===== src/hdl/assert_macros.svh =====
// Assertion macros used by the RTL of the hash set block.
// Depends on nothing; included by files that hold concurrent assertions.
`ifndef ASSERT_MACROS_SVH
`define ASSERT_MACROS_SVH

// Generic clocked assertion with a reset that disables it.
`define HSG_ASSERT(lbl, clk, rst, prop, msg) \
   lbl: assert property (@(posedge clk) disable iff (rst) prop) else $error(msg);

// Assertion on the block's own clock and reset.
`define HSG_ASSERT_CLK(lbl, prop, msg) \
   `HSG_ASSERT(lbl, clock, reset, prop, msg)

`endif


===== src/hdl/hsg_pkg.sv =====
// Shared constants, types and helpers for the linear probing hash set.
// No dependencies; imported by every module of the block.
package hsg_pkg;

   localparam int SLOTS_DEFAULT = 1024;
   localparam int FIELD_W = 11;
   localparam int KEY_W = 64;
   localparam int SLOT_W = 10;
   localparam int OP_W = 3;
   localparam int STAT_W = 3;
   localparam int CW = 17;
   localparam int DIV_W = 16;
   localparam int CSR_AW = 3;
   localparam int CSR_DW = 32;

   localparam logic [FIELD_W-1:0] FIELD_MAX = 11'd2047;

   localparam logic [OP_W-1:0] OP_CLEAR = 3'd0;
   localparam logic [OP_W-1:0] OP_INSERT = 3'd1;
   localparam logic [OP_W-1:0] OP_LOOKUP = 3'd2;
   localparam logic [OP_W-1:0] OP_FIND_EMPTY = 3'd3;
   localparam logic [OP_W-1:0] OP_READ_REACH = 3'd4;

   localparam logic [STAT_W-1:0] STAT_OK = 3'd0;
   localparam logic [STAT_W-1:0] STAT_DUPLICATE = 3'd1;
   localparam logic [STAT_W-1:0] STAT_FULL = 3'd2;
   localparam logic [STAT_W-1:0] STAT_ABSENT = 3'd3;
   localparam logic [STAT_W-1:0] STAT_NO_EMPTY = 3'd4;

   localparam logic CSR_IDX_PERIOD = 1'b0;

   typedef enum logic [3:0] {
      ST_CLEAR,
      ST_IDLE,
      ST_GRAVE,
      ST_PROBE_RD,
      ST_PROBE_EV,
      ST_REACH_RD,
      ST_REACH_WR,
      ST_RREAD_RD,
      ST_RREAD_EV,
      ST_DONE
   } state_type;

   typedef struct packed {
      logic meta_we;
      logic key_we;
   } tbl_wr_type;

   function automatic logic [FIELD_W-1:0] sat_field(input logic [CW-1:0] v);
      logic [FIELD_W-1:0] r;
      r = (v > CW'(FIELD_MAX)) ? FIELD_MAX : v[FIELD_W-1:0];
      return r;
   endfunction

endpackage


===== src/hdl/hsg_rem.sv =====
// Bit-serial restoring remainder unit, one dividend bit per cycle.
// Depends on hsg_pkg; works out the graveyard phase of the home slot.
module hsg_rem import hsg_pkg::*; (
   input  logic              clock,
   input  logic              reset,
   input  logic              start,
   input  logic [DIV_W-1:0]  dividend,
   input  logic [CW-1:0]     divisor,
   output logic              done,
   output logic [CW-1:0]     remainder
);

   logic             busy_ff, busy_in;
   logic             done_ff, done_in;
   logic [4:0]       cnt_ff, cnt_in;
   logic [DIV_W-1:0] dvd_ff, dvd_in;
   logic [CW-1:0]    dvs_ff, dvs_in;
   logic [CW-1:0]    rem_ff, rem_in;
   logic [CW-1:0]    trial;

   always_comb begin
      busy_in = busy_ff;
      done_in = 1'b0;
      cnt_in = cnt_ff;
      dvd_in = dvd_ff;
      dvs_in = dvs_ff;
      rem_in = rem_ff;
      // The partial remainder stays below the divisor, so its top bit is free.
      trial = {rem_ff[CW-2:0], dvd_ff[DIV_W-1]};
      if (start) begin
         busy_in = 1'b1;
         cnt_in = '0;
         dvd_in = dividend;
         dvs_in = divisor;
         rem_in = '0;
      end else if (busy_ff) begin
         dvd_in = {dvd_ff[DIV_W-2:0], 1'b0};
         rem_in = (trial >= dvs_ff) ? (trial - dvs_ff) : trial;
         cnt_in = cnt_ff + 5'd1;
         if (cnt_ff == 5'(DIV_W - 1)) begin
            busy_in = 1'b0;
            done_in = 1'b1;
         end
      end
   end

   always_ff @(posedge clock) begin
      if (reset) begin
         busy_ff <= 1'b0;
         done_ff <= 1'b0;
         cnt_ff <= '0;
      end else begin
         busy_ff <= busy_in;
         done_ff <= done_in;
         cnt_ff <= cnt_in;
      end
      dvd_ff <= dvd_in;
      dvs_ff <= dvs_in;
      rem_ff <= rem_in;
   end

   assign done = done_ff;
   assign remainder = rem_ff;

endmodule


===== config.mk =====
export PLATFORM = sky130hd
export DESIGN_NAME = hsg_rem
export DESIGN_NICKNAME = d
export VERILOG_FILES = /design/src/hdl/assert_macros.svh /design/src/hdl/hsg_pkg.sv /design/src/hdl/hsg_rem.sv
export SDC_FILE = /design/constraint.sdc
export NUM_CORES = 1
export LEC_CHECK = 0
export BUFFER_PORTS_ARGS = -buffer_cell sky130_fd_sc_hd__buf_2
export CAP_MARGIN = 20
export CORE_MARGIN = 2
export CORE_UTILIZATION = 39
export CTS_BUF_LIST = sky130_fd_sc_hd__clkbuf_16
export DETAILED_ROUTE_END_ITERATION = 12
export HOLD_SLACK_MARGIN = 0.15
export PLACE_DENSITY = 0.59
export SYNTH_ARGS = -nofsm -noshare
export SYNTH_HDL_FRONTEND = slang
export SYNTH_SLANG_ARGS = --single-unit

===== constraint.sdc =====
create_clock -name clock -period 2.2 [get_ports clock]
set_input_delay 0.44 -clock clock [delete_from_list [all_inputs] [get_ports clock]]
set_output_delay 0.44 -clock clock [all_outputs]
set_load 0.02 [all_outputs]

==> run_summary.xml, run 1 <==
<?xml version="1.0" encoding="UTF-8"?>
<metrics>
  <group name="status">
    <metric name="run_status" unit="">finished, violations left</metric>
    <metric name="violations" unit="">negative setup slack</metric>
  </group>
  <group name="sta">
    <metric name="achievable_clock_frequency" unit="MHz">430.4</metric>
    <metric name="final_max_slew_viol_count" unit="">0</metric>
    <metric name="worst_clock_skew" unit="ns">0.008407</metric>
    <metric name="report.final.hold_viol_count" unit="">0</metric>
    <metric name="rsz0062_at_grt" unit="">true</metric>
    <metric name="worst_slack" unit="ns">-0.1233</metric>
    <metric name="setup-violations-final" unit="">3</metric>
    <metric name="final.min_clock_period" unit="ns">2.323</metric>
    <metric name="fin_crit_sh" unit="">1.056</metric>
    <metric name="worst-slew-pin-transition" unit="ns">0.5234</metric>
    <metric name="final.hold.worst_slack" unit="ns">0.2847</metric>
    <metric name="slew_headroom" unit="">0.6498</metric>
  </group>
  <group name="run">
    <metric name="max_cap_viol_count" unit="">0</metric>
  </group>
  <group name="setup_path">
    <metric name="timing.critical_path.arrival" unit="ns">2.53</metric>
    <metric name="critPathMaxStageDelay" unit="ns">0.38</metric>
    <metric name="critPathMaxFanout" unit="">3</metric>
    <metric name="worst_setup_path_end_kind" unit="">flip-flop</metric>
    <metric name="cp_top_family" unit="">compound AO/OA/AOI/OAI gates</metric>
    <metric name="worst_path_max_delay_cell" unit="">sky130_fd_sc_hd__edfxtp_1</metric>
    <metric name="timing.critical_path.required" unit="ns">2.40</metric>
    <metric name="worstSetupPathType" unit="">reg -&gt; reg</metric>
    <metric name="worstPathBufferInverterCount" unit="">2</metric>
    <metric name="crit_path_start_kind" unit="">flip-flop</metric>
    <metric name="path_cells" unit="">inv_1 -&gt; ha_2 -&gt; inv_2 -&gt; fa_2 -&gt; a211oi_4 -&gt; o211ai_1 -&gt; nand4_1 -&gt; a211oi_2 -&gt; or3_1 -&gt; a21oi_1 -&gt; o31ai_1</metric>
  </group>
  <group name="global_routing">
    <metric name="initial_antenna_violation_count" unit="">0</metric>
    <metric name="first_pass_grt_wire_length" unit="µm">11890</metric>
    <metric name="track_usage" unit="">0.1757</metric>
    <metric name="grt_pass1_vias" unit="">2594</metric>
    <metric name="grt_overflow" unit="">0</metric>
    <metric name="grt_start_max_net_pins" unit="">23</metric>
  </group>
  <group name="layout">
    <metric name="register_area" unit="µm²">1473</metric>
    <metric name="mostFrequentLayoutCell" unit="">sky130_fd_sc_hd__buf_2</metric>
    <metric name="finalInstanceArea" unit="µm²">4255</metric>
    <metric name="fillers" unit="">725</metric>
    <metric name="inserted_diodes" unit="">0</metric>
    <metric name="drive_gt1_frac" unit="">0.3806</metric>
    <metric name="area_delta_synth_final" unit="%">35.28</metric>
    <metric name="total_area_of_multi_input_combinational_cells" unit="µm²">1644</metric>
    <metric name="final_cell_mix" unit="">53 x sky130_fd_sc_hd__buf_2, 40 x sky130_fd_sc_hd__buf_4, 33 x sky130_fd_sc_hd__edfxtp_1</metric>
    <metric name="final_nets" unit="">453</metric>
  </group>
  <group name="synth">
    <metric name="syn-instance-count" unit="">302</metric>
    <metric name="yosys_warnings" unit="">0</metric>
    <metric name="postSynthAreaPerCell" unit="µm²">10.42</metric>
    <metric name="synth.net_count" unit="">358</metric>
    <metric name="synth_cell_types" unit="">48</metric>
    <metric name="seq_area_frac_synth" unit="">0.4678</metric>
    <metric name="synth_ff_type" unit="">sky130_fd_sc_hd__edfxtp_1</metric>
    <metric name="netlist_area" unit="µm²">3146</metric>
    <metric name="ff_latch_count_synth" unit="">57</metric>
    <metric name="synth-edff-count" unit="">33</metric>
    <metric name="async_flop_share" unit="">0</metric>
  </group>
  <group name="die">
    <metric name="core_region_area" unit="µm²">7767</metric>
    <metric name="die-width" unit="µm">93.81</metric>
    <metric name="num_rows" unit="">32</metric>
    <metric name="initial_core_util" unit="">0.4050</metric>
    <metric name="die_area" unit="µm²">8799</metric>
    <metric name="pin_count" unit="">54</metric>
    <metric name="dieHeight" unit="µm">93.81</metric>
  </group>
  <group name="drt">
    <metric name="drt_iter0_markers" unit="">103</metric>
    <metric name="wire_per_inst" unit="µm">13.86</metric>
    <metric name="drc_errors" unit="">0</metric>
    <metric name="wirelength" unit="µm">6987</metric>
    <metric name="drtAntennaViolNets" unit="">0</metric>
    <metric name="routed_via_density" unit="">5.036</metric>
    <metric name="drt-pass1-iter-count" unit="">4</metric>
    <metric name="vias" unit="">2538</metric>
  </group>
  <group name="clock_network">
    <metric name="clock-sinks" unit="">57</metric>
    <metric name="clock_path_buffers" unit="">2</metric>
    <metric name="cts.hold.buffers_added" unit="">0</metric>
    <metric name="cts_max_level" unit="">3</metric>
    <metric name="insertion_delay" unit="ns">0.33</metric>
    <metric name="cts_tree" unit="">yes</metric>
    <metric name="tritoncts.num_buffers" unit="">9</metric>
    <metric name="clk_root_buffer_cell" unit="">sky130_fd_sc_hd__clkbuf_16</metric>
    <metric name="clkTransAtPathRegs" unit="ns">0.05</metric>
  </group>
  <group name="pwr">
    <metric name="cellLeakagePower" unit="nW">1.929</metric>
    <metric name="powerDensity" unit="nW/µm²">816.4</metric>
    <metric name="power.ir.vdd_worst" unit="mV">0.4123</metric>
  </group>
  <group name="placement">
    <metric name="finalWeightedCongestion" unit="">0.8890</metric>
    <metric name="port_buffers" unit="">53</metric>
    <metric name="placement.cell_area" unit="µm²">3796</metric>
    <metric name="detailedPlacementHpwl" unit="µm">5094</metric>
  </group>
  <group name="worst_hold_path">
    <metric name="hold_path_class" unit="">in -&gt; reg</metric>
  </group>
</metrics>
==> metal layers <==
metal / vias to the layer above / share of wire / global-route usage / routed length, µm
met1: 1180 / 0.45 / 0.2151 / 3123
met2: 54 / 0.48 / 0.2893 / 3325
met3: 13 / 0.054 / 0.04655 / 380
met4: 0 / 0.022 / 0.07850 / 157
li1: 1291 / - / - / -
met5: - / 0 / 0 / 0
==> per-stage QoR <==
stage | TNS, ns | instances | setup slack (ns) | utilization | power [mW]
after floorplan | 0 | 302 | 0.02133 | - | 1.718
after global placement | -0.1395 | 485 | -0.08172 | 0.4887 | 1.948
after detailed placement | -0.2576 | 485 | -0.1372 | 0.4887 | 1.956
after CTS | -0.2103 | 502 | -0.1220 | 0.5374 | 3.480
after global routing | -1.940 | 504 | -0.2834 | 0.5478 | 3.649
final | -0.2140 | 504 | -0.1233 | 0.5478 | 3.474
==> synth_stat cells (all sizes together), types with 2 or more instances <==
master	count	area [µm²]
edfxtp	33	991.0
nor2	25	93.84
dfxtp	24	480.5
inv	22	82.58
nand2	21	78.83
ha	19	237.7
a21oi	16	80.08
o21ai	16	80.07
mux2	15	168.9
mux2i	15	150.1
a211oi	14	115.1
nor3	9	45.04
xor2	8	70.07
buf	7	45.04
a21o	6	45.04
xnor2	6	52.55
clkbuf	5	18.77
a31oi	4	25.02
nand2b	4	25.02
nand4	4	25.02
a311oi	2	23.77
a31o	2	17.52
and3	2	12.51
nand3	2	10.01
o211ai	2	15.01
o21a	2	15.01
o31ai	2	15.01
==> state kept, by name (all words and copies together), names as in the netlist <==
name / count
busy_ff: 1
cnt_ff: 5
done: 1
dvd_ff: 16
dvs_ff: 17
remainder: 17
==> cell families (layout without fill, tap and decap cells) <==
logic type | Yosys count | in the layout | synth area share
simple gates | 76 | 76 | 0.1134
compound gates | 71 | 71 | 0.1500
flops | 57 | 57 | 0.4678
buf+inv | 34 | 134 | 0.04654
mux | 30 | 30 | 0.1014
fa+ha+maj | 20 | 20 | 0.08194
xor+xnor | 14 | 14 | 0.03898
==> worst paths after layout <==
check                           depth (start not counted)          start  slack [ns]       endpoint
worst min register to register                          2  remainder[16]        0.48  remainder[16]
worst min-delay path                                    1     divisor[3]        0.28      dvs_ff[3]
worst max register to register                         11     dvd_ff[15]       -0.12  remainder[16]
worst max-delay path                                   11     dvd_ff[15]       -0.12  remainder[16]
==> what timing repair did <==
action                     4_1_cts  5_1_grt
pin swaps                        8        4
setup buffers                    1        2
setup endpoints to repair        6       17
resized for setup                8       15
==> power breakdown <==
group / leakage (nW) / total (mW) / switching, mW / internal [mW]
clock network: 0.155 / 1.49 / 0.497 / 0.989
logic: 1.25 / 0.732 / 0.378 / 0.353
registers: 0.525 / 1.26 / 0.0341 / 1.22
total: 1.93 / 3.47 / 0.910 / 2.56
==> final cells by class <==
cell class,instances,share of cell area
Inverter,22,0.01941
Sequential cell,57,0.3461
Tap cell,102,0.02999
Clock inverter,7,0.02235
Clock buffer,9,0.05293
Multi-Input combinational cell,211,0.3864
Timing Repair Buffer,96,0.1429
Power figures use the tool's default switching activity.
==> inputs of run 2 (changes only) <==
--- a/config.mk
+++ b/config.mk
@@ -7,12 +7,15 @@
 export LEC_CHECK = 0
 export BUFFER_PORTS_ARGS = -buffer_cell sky130_fd_sc_hd__buf_2
 export CAP_MARGIN = 20
+export CORE_ASPECT_RATIO = 0.7
 export CORE_MARGIN = 2
 export CORE_UTILIZATION = 39
 export CTS_BUF_LIST = sky130_fd_sc_hd__clkbuf_16
 export DETAILED_ROUTE_END_ITERATION = 12
 export HOLD_SLACK_MARGIN = 0.15
 export PLACE_DENSITY = 0.59
+export SLEW_MARGIN = 20
 export SYNTH_ARGS = -nofsm -noshare
 export SYNTH_HDL_FRONTEND = slang
 export SYNTH_SLANG_ARGS = --single-unit
+export TNS_END_PERCENT = 50
==> run 2 against run 1 <==
The run still ends with negative setup slack left. Final area grew 1.4%. Combinational power grew 6.7%. Clock power about the same. Global-route usage fell by 0.96 points. Via count decreased by 0.47%. Largest cell class unchanged. Largest power group unchanged.
==> run_summary.xml, run 2 (same netlist as run 1, synthesis figures left out) <==
<?xml version="1.0" encoding="UTF-8"?>
<metrics>
  <group name="die">
    <metric name="dieHeight" unit="µm">79.14</metric>
    <metric name="pin_count" unit="">54</metric>
    <metric name="initial_core_util" unit="">0.4013</metric>
    <metric name="die-width" unit="µm">111.3</metric>
    <metric name="die_area" unit="µm²">8811</metric>
    <metric name="core_region_area" unit="µm²">7838</metric>
    <metric name="num_rows" unit="">27</metric>
  </group>
  <group name="clock_network">
    <metric name="clock-sinks" unit="">57</metric>
    <metric name="clock_path_buffers" unit="">2</metric>
    <metric name="clk_root_buffer_cell" unit="">sky130_fd_sc_hd__clkbuf_16</metric>
    <metric name="cts.hold.buffers_added" unit="">0</metric>
    <metric name="clkTransAtPathRegs" unit="ns">0.06</metric>
    <metric name="insertion_delay" unit="ns">0.33</metric>
    <metric name="tritoncts.num_buffers" unit="">9</metric>
    <metric name="cts_max_level" unit="">3</metric>
    <metric name="cts_tree" unit="">yes</metric>
  </group>
  <group name="setup_path">
    <metric name="timing.critical_path.arrival" unit="ns">2.67</metric>
    <metric name="timing.critical_path.required" unit="ns">2.44</metric>
    <metric name="crit_path_start_kind" unit="">flip-flop</metric>
    <metric name="critPathMaxFanout" unit="">4</metric>
    <metric name="worstSetupPathType" unit="">reg -&gt; reg</metric>
    <metric name="worst_setup_path_end_kind" unit="">flip-flop</metric>
  </group>
  <group name="drt">
    <metric name="wire_per_inst" unit="µm">13.90</metric>
    <metric name="drt_iter0_markers" unit="">104</metric>
    <metric name="drtAntennaViolNets" unit="">0</metric>
    <metric name="drt-pass1-iter-count" unit="">4</metric>
    <metric name="vias" unit="">2526</metric>
    <metric name="routed_via_density" unit="">4.992</metric>
    <metric name="drc_errors" unit="">0</metric>
    <metric name="wirelength" unit="µm">7032</metric>
  </group>
  <group name="sta">
    <metric name="slew_headroom" unit="">0.5710</metric>
    <metric name="achievable_clock_frequency" unit="MHz">411.4</metric>
    <metric name="final_max_slew_viol_count" unit="">0</metric>
    <metric name="report.final.hold_viol_count" unit="">0</metric>
    <metric name="rsz0062_at_grt" unit="">true</metric>
    <metric name="setup-violations-final" unit="">17</metric>
    <metric name="worst-slew-pin-transition" unit="ns">0.6411</metric>
    <metric name="fin_crit_sh" unit="">1.105</metric>
    <metric name="worst_clock_skew" unit="ns">0.008668</metric>
    <metric name="final.min_clock_period" unit="ns">2.430</metric>
    <metric name="worst_slack" unit="ns">-0.2305</metric>
  </group>
  <group name="layout">
    <metric name="drive_gt1_frac" unit="">0.3802</metric>
    <metric name="final_cell_mix" unit="">53 x sky130_fd_sc_hd__buf_2, 43 x sky130_fd_sc_hd__buf_4, 33 x sky130_fd_sc_hd__edfxtp_1</metric>
    <metric name="register_area" unit="µm²">1471</metric>
    <metric name="inserted_diodes" unit="">0</metric>
    <metric name="fillers" unit="">713</metric>
    <metric name="area_delta_synth_final" unit="%">37.11</metric>
    <metric name="fin_cells" unit="">506</metric>
    <metric name="mostFrequentLayoutCell" unit="">sky130_fd_sc_hd__buf_2</metric>
    <metric name="total_area_of_multi_input_combinational_cells" unit="µm²">1674</metric>
    <metric name="final_nets" unit="">456</metric>
  </group>
  <group name="pwr">
    <metric name="post-layout-total-power" unit="mW">3.556</metric>
    <metric name="power.ir.vdd_worst" unit="mV">0.4223</metric>
    <metric name="powerDensity" unit="nW/µm²">824.4</metric>
    <metric name="cellLeakagePower" unit="nW">1.945</metric>
  </group>
  <group name="placement">
    <metric name="dpl.cell_count" unit="">484</metric>
    <metric name="port_buffers" unit="">53</metric>
    <metric name="post-place-ws" unit="ns">-0.1568</metric>
    <metric name="finalWeightedCongestion" unit="">0.8908</metric>
    <metric name="detailedPlacementHpwl" unit="µm">5204</metric>
  </group>
  <group name="global_routing">
    <metric name="grt_overflow" unit="">0</metric>
    <metric name="first_pass_grt_wire_length" unit="µm">11540</metric>
    <metric name="initial_antenna_violation_count" unit="">0</metric>
    <metric name="grt_pass1_vias" unit="">2479</metric>
    <metric name="grt_start_max_net_pins" unit="">34</metric>
    <metric name="track_usage" unit="">0.1660</metric>
  </group>
  <group name="run">
    <metric name="max_cap_viol_count" unit="">0</metric>
  </group>
  <group name="worst_hold_path">
    <metric name="hold_path_class" unit="">in -&gt; reg</metric>
  </group>
  <group name="status">
    <metric name="violations" unit="">negative setup slack</metric>
    <metric name="run_status" unit="">finished, violations left</metric>
  </group>
</metrics>
[run 2: metal layers]
metal,global-route usage,up-vias,wire length [µm]
li1,-,1301,-
met1,0.2272,1162,3547
met2,0.2470,53,2993
met3,0.05267,10,387
met4,0.06173,0,104
met5,0,-,0
[run 2: through the flow]
step                      setup TNS, ns  instance area (µm²)    util  hold slack [ns]
after floorplan                -0.01110                 3153       -           0.4650
after global placement          -0.1714                 3794  0.4840           0.4422
after detailed placement        -0.5223                 3794  0.4840           0.4429
after CTS                       -0.4249                 4174  0.5326           0.2669
after global routing             -3.425                 4313  0.5503           0.2688
final                            -1.389                 4313  0.5503           0.2789
[run 2: cell type report]
cell class,count,share of cell area
Multi-Input combinational cell,211,0.3882
Tap cell,101,0.02930
Clock buffer,9,0.05222
Timing Repair Buffer,99,0.1462
Clock inverter,7,0.02379
Sequential cell,57,0.3412
Inverter,22,0.01915
[run 2: worst max-delay path, cell delays in order (launching register included)]
cell                       delay (ns)
sky130_fd_sc_hd__edfxtp_1        0.41
sky130_fd_sc_hd__ha_4            0.19
sky130_fd_sc_hd__buf_4           0.12
sky130_fd_sc_hd__nand2b_4        0.15
sky130_fd_sc_hd__a211oi_4        0.26
sky130_fd_sc_hd__o21ai_2         0.10
sky130_fd_sc_hd__a31o_1          0.24
sky130_fd_sc_hd__o22a_2          0.25
sky130_fd_sc_hd__buf_6           0.14
sky130_fd_sc_hd__or2_0           0.23
sky130_fd_sc_hd__a311oi_2        0.25
[run 2: power breakdown]
part / leakage (nW) / switching [mW] / internal (mW) / total, mW
combinational: 1.26 / 0.401 / 0.380 / 0.781
sequential: 0.524 / 0.0336 / 1.22 / 1.26
clock: 0.157 / 0.519 / 1.00 / 1.52
total: 1.95 / 0.953 / 2.60 / 3.56
[run 2: worst paths after layout]
check        slack, ns            end  depth (start not counted)          start
max              -0.23   remainder[0]                         10      dvs_ff[0]
min               0.28      dvs_ff[5]                          1     divisor[5]
max reg2reg      -0.23   remainder[0]                         10      dvs_ff[0]
min reg2reg       0.45  remainder[16]                          2  remainder[16]
[run 2: repair_timing]
item	CTS	global route
pin swaps	8	23
buffers inserted	2	4
setup endpoints to repair	14	17
gates resized for setup	10	18
==> inputs of run 3 (changes only) <==
--- a/config.mk
+++ b/config.mk
@@ -5,15 +5,15 @@
 export SDC_FILE = /design/constraint.sdc
 export NUM_CORES = 1
 export LEC_CHECK = 0
-export BUFFER_PORTS_ARGS = -buffer_cell sky130_fd_sc_hd__buf_2
 export CAP_MARGIN = 20
 export CORE_ASPECT_RATIO = 0.7
 export CORE_MARGIN = 2
 export CORE_UTILIZATION = 39
 export CTS_BUF_LIST = sky130_fd_sc_hd__clkbuf_16
 export DETAILED_ROUTE_END_ITERATION = 12
+export DONT_BUFFER_PORTS = 1
 export HOLD_SLACK_MARGIN = 0.15
-export PLACE_DENSITY = 0.59
+export PLACE_DENSITY = 0.53
 export SLEW_MARGIN = 20
 export SYNTH_ARGS = -nofsm -noshare
 export SYNTH_HDL_FRONTEND = slang
==> constraint.sdc (replaced) <==
create_clock -name clock -period 2.2 [get_ports clock]
set_input_delay 0.22 -clock clock [delete_from_list [all_inputs] [get_ports clock]]
set_output_delay 0.22 -clock clock [all_outputs]
set_load 0.02 [all_outputs]
==> run 3 against run 2 <==
The flow still finishes with violations (negative setup slack). Die area unchanged. Worst setup slack improved by 0.078 ns. Final cell count decreased by 2.0%. Global-route usage increased by 1.5 points. Clock power decreased by 4%. Largest power group unchanged. Highest routed layer unchanged.
==> run_summary.xml, run 3 (same netlist as run 1, synthesis figures left out) <==
<?xml version="1.0" encoding="UTF-8"?>
<metrics>
  <group name="status">
    <metric name="run_status" unit="">finished, violations left</metric>
    <metric name="violations" unit="">negative setup slack</metric>
  </group>
  <group name="sta">
    <metric name="final.min_clock_period" unit="ns">2.353</metric>
    <metric name="rsz0062_at_grt" unit="">true</metric>
    <metric name="fin_crit_sh" unit="">1.069</metric>
    <metric name="worst_slack" unit="ns">-0.1525</metric>
    <metric name="achievable_clock_frequency" unit="MHz">425.1</metric>
    <metric name="report.final.hold_viol_count" unit="">0</metric>
    <metric name="slew_headroom" unit="">0.5902</metric>
    <metric name="worst-slew-pin-transition" unit="ns">0.6141</metric>
    <metric name="worst_clock_skew" unit="ns">0.008562</metric>
    <metric name="setup-violations-final" unit="">4</metric>
    <metric name="final.hold.worst_slack" unit="ns">0.2063</metric>
    <metric name="final_max_slew_viol_count" unit="">0</metric>
  </group>
  <group name="global_routing">
    <metric name="grt_overflow" unit="">0</metric>
    <metric name="grt_start_max_net_pins" unit="">50</metric>
    <metric name="first_pass_grt_wire_length" unit="µm">12300</metric>
    <metric name="initial_antenna_violation_count" unit="">0</metric>
    <metric name="track_usage" unit="">0.1809</metric>
    <metric name="grt_pass1_vias" unit="">2478</metric>
  </group>
  <group name="setup_path">
    <metric name="crit_end" unit="">remainder[16]</metric>
    <metric name="startpoint" unit="">dvd_ff[15]</metric>
    <metric name="worstSetupPathType" unit="">reg -&gt; reg</metric>
    <metric name="timing.rr.end" unit="">remainder[16]</metric>
    <metric name="crit_path_start_kind" unit="">flip-flop</metric>
    <metric name="timing.critical_path.required" unit="ns">2.41</metric>
    <metric name="r2r_slack" unit="ns">-0.15</metric>
    <metric name="reg2reg_depth" unit="">11</metric>
    <metric name="timing.critical_path.arrival" unit="ns">2.57</metric>
    <metric name="start_of_the_worst_register_to_register_path" unit="">dvd_ff[15]</metric>
    <metric name="critPathMaxFanout" unit="">2</metric>
    <metric name="worst_setup_path_end_kind" unit="">flip-flop</metric>
  </group>
  <group name="clock_network">
    <metric name="cts_tree" unit="">yes</metric>
    <metric name="insertion_delay" unit="ns">0.34</metric>
    <metric name="clock-sinks" unit="">57</metric>
    <metric name="clock_path_buffers" unit="">2</metric>
    <metric name="tritoncts.num_buffers" unit="">9</metric>
    <metric name="clk_root_buffer_cell" unit="">sky130_fd_sc_hd__clkbuf_16</metric>
    <metric name="cts_max_level" unit="">3</metric>
    <metric name="clkTransAtPathRegs" unit="ns">0.05</metric>
  </group>
  <group name="die">
    <metric name="initial_core_util" unit="">0.4013</metric>
    <metric name="core_region_area" unit="µm²">7838</metric>
    <metric name="pin_count" unit="">54</metric>
    <metric name="dieHeight" unit="µm">79.14</metric>
    <metric name="die_area" unit="µm²">8811</metric>
    <metric name="die-width" unit="µm">111.3</metric>
    <metric name="num_rows" unit="">27</metric>
  </group>
  <group name="drt">
    <metric name="drt_iter0_markers" unit="">156</metric>
    <metric name="routed_via_density" unit="">5.141</metric>
    <metric name="wire_per_inst" unit="µm">15.10</metric>
    <metric name="drtAntennaViolNets" unit="">0</metric>
    <metric name="vias" unit="">2550</metric>
    <metric name="drc_errors" unit="">0</metric>
    <metric name="wirelength" unit="µm">7490</metric>
    <metric name="drt-pass1-iter-count" unit="">4</metric>
  </group>
  <group name="placement">
    <metric name="port_buffers" unit="">0</metric>
    <metric name="post-place-ws" unit="ns">-0.1334</metric>
    <metric name="finalWeightedCongestion" unit="">0.9057</metric>
    <metric name="detailedPlacementHpwl" unit="µm">5034</metric>
  </group>
  <group name="worst_hold_path">
    <metric name="hold_path_class" unit="">in -&gt; reg</metric>
  </group>
  <group name="layout">
    <metric name="area_delta_synth_final" unit="%">41.65</metric>
    <metric name="mostFrequentLayoutCell" unit="">sky130_fd_sc_hd__buf_4</metric>
    <metric name="final_nets" unit="">447</metric>
    <metric name="layout.core_utilization" unit="">0.5685</metric>
    <metric name="inserted_diodes" unit="">0</metric>
    <metric name="final_cell_mix" unit="">52 x sky130_fd_sc_hd__buf_4, 35 x sky130_fd_sc_hd__dlygate4sd3_1, 33 x sky130_fd_sc_hd__edfxtp_1</metric>
    <metric name="drive_gt1_frac" unit="">0.2886</metric>
  </group>
  <group name="pwr">
    <metric name="cellLeakagePower" unit="nW">1.885</metric>
    <metric name="powerDensity" unit="nW/µm²">787.9</metric>
    <metric name="power.ir.vdd_worst" unit="mV">0.5798</metric>
  </group>
  <group name="run">
    <metric name="max_cap_viol_count" unit="">0</metric>
  </group>
</metrics>
## run 3: final cells by class
class / count / area [µm²]
multi-input combinational: 211 / 1675
clock inverter: 6 / 83.83
fill: 693 / 3382
clock buffer: 9 / 225.2
tap: 101 / 126.4
inverter: 22 / 82.58
timing repair buffer: 90 / 790.8
sequential: 57 / 1471
## run 3: how the worst min path moves through the flow
stage | start | to | cells after the start
finish | start | remainder[0] | 2
global route | start | remainder[16] | 4
CTS | start | remainder[0] | 2
detailed placement | reset | cnt_ff[3] | 1
global placement | reset | cnt_ff[1] | 1
floorplan | reset | busy_ff | 1
## run 3: per-stage QoR
stage	power [mW]	instances	setup TNS [ns]	instance area [µm²]
after global routing	3.690	496	-1.984	4456
after global placement	1.903	438	-0.1221	3568
after detailed placement	1.908	438	-0.4362	3568
after CTS	3.491	492	-0.5345	4299
final	3.511	496	-0.4173	4456
after floorplan	1.712	302	-0.01110	3153
## run 3: critical path: stages, from the launching register on
cell and delay, ns:
sky130_fd_sc_hd__edfxtp_1 0.39, sky130_fd_sc_hd__inv_1 0.08, sky130_fd_sc_hd__ha_2 0.18, sky130_fd_sc_hd__inv_2 0.04, sky130_fd_sc_hd__fa_2 0.36, sky130_fd_sc_hd__a211oi_4 0.23, sky130_fd_sc_hd__o211ai_1 0.16, sky130_fd_sc_hd__nand4_1 0.15
sky130_fd_sc_hd__a211oi_1 0.09, sky130_fd_sc_hd__or3_1 0.34, sky130_fd_sc_hd__a21oi_2 0.14, sky130_fd_sc_hd__o31ai_1 0.06
## run 3: repair_timing
| item | in CTS | in global routing |
|---|---|---|
| setup buffers | 3 | 4 |
| endpoints found under the setup margin | 12 | 17 |
| cloned | 0 | 0 |
| hold buffers | 36 | 0 |
| gates resized for setup | 5 | 27 |
| pin swaps | 2 | 21 |
| endpoints found under the hold margin | 68 | 0 |
## run 3: routing by layer
layer  global-route usage  up-vias  part of all wire
li1                     -     1284                 -
met1               0.2548     1190              0.52
met2               0.2488       64              0.40
met3              0.07481       12             0.066
met4              0.06049        0             0.012
met5                    0        -                 0
## run 3: report_power, final
group / switching [mW] / internal [mW] / leakage (nW) / total [mW]
registers: 0.0336 / 1.22 / 0.524 / 1.26
logic: 0.397 / 0.397 / 1.21 / 0.794
clock network: 0.485 / 0.976 / 0.147 / 1.46
total: 0.915 / 2.60 / 1.88 / 3.51
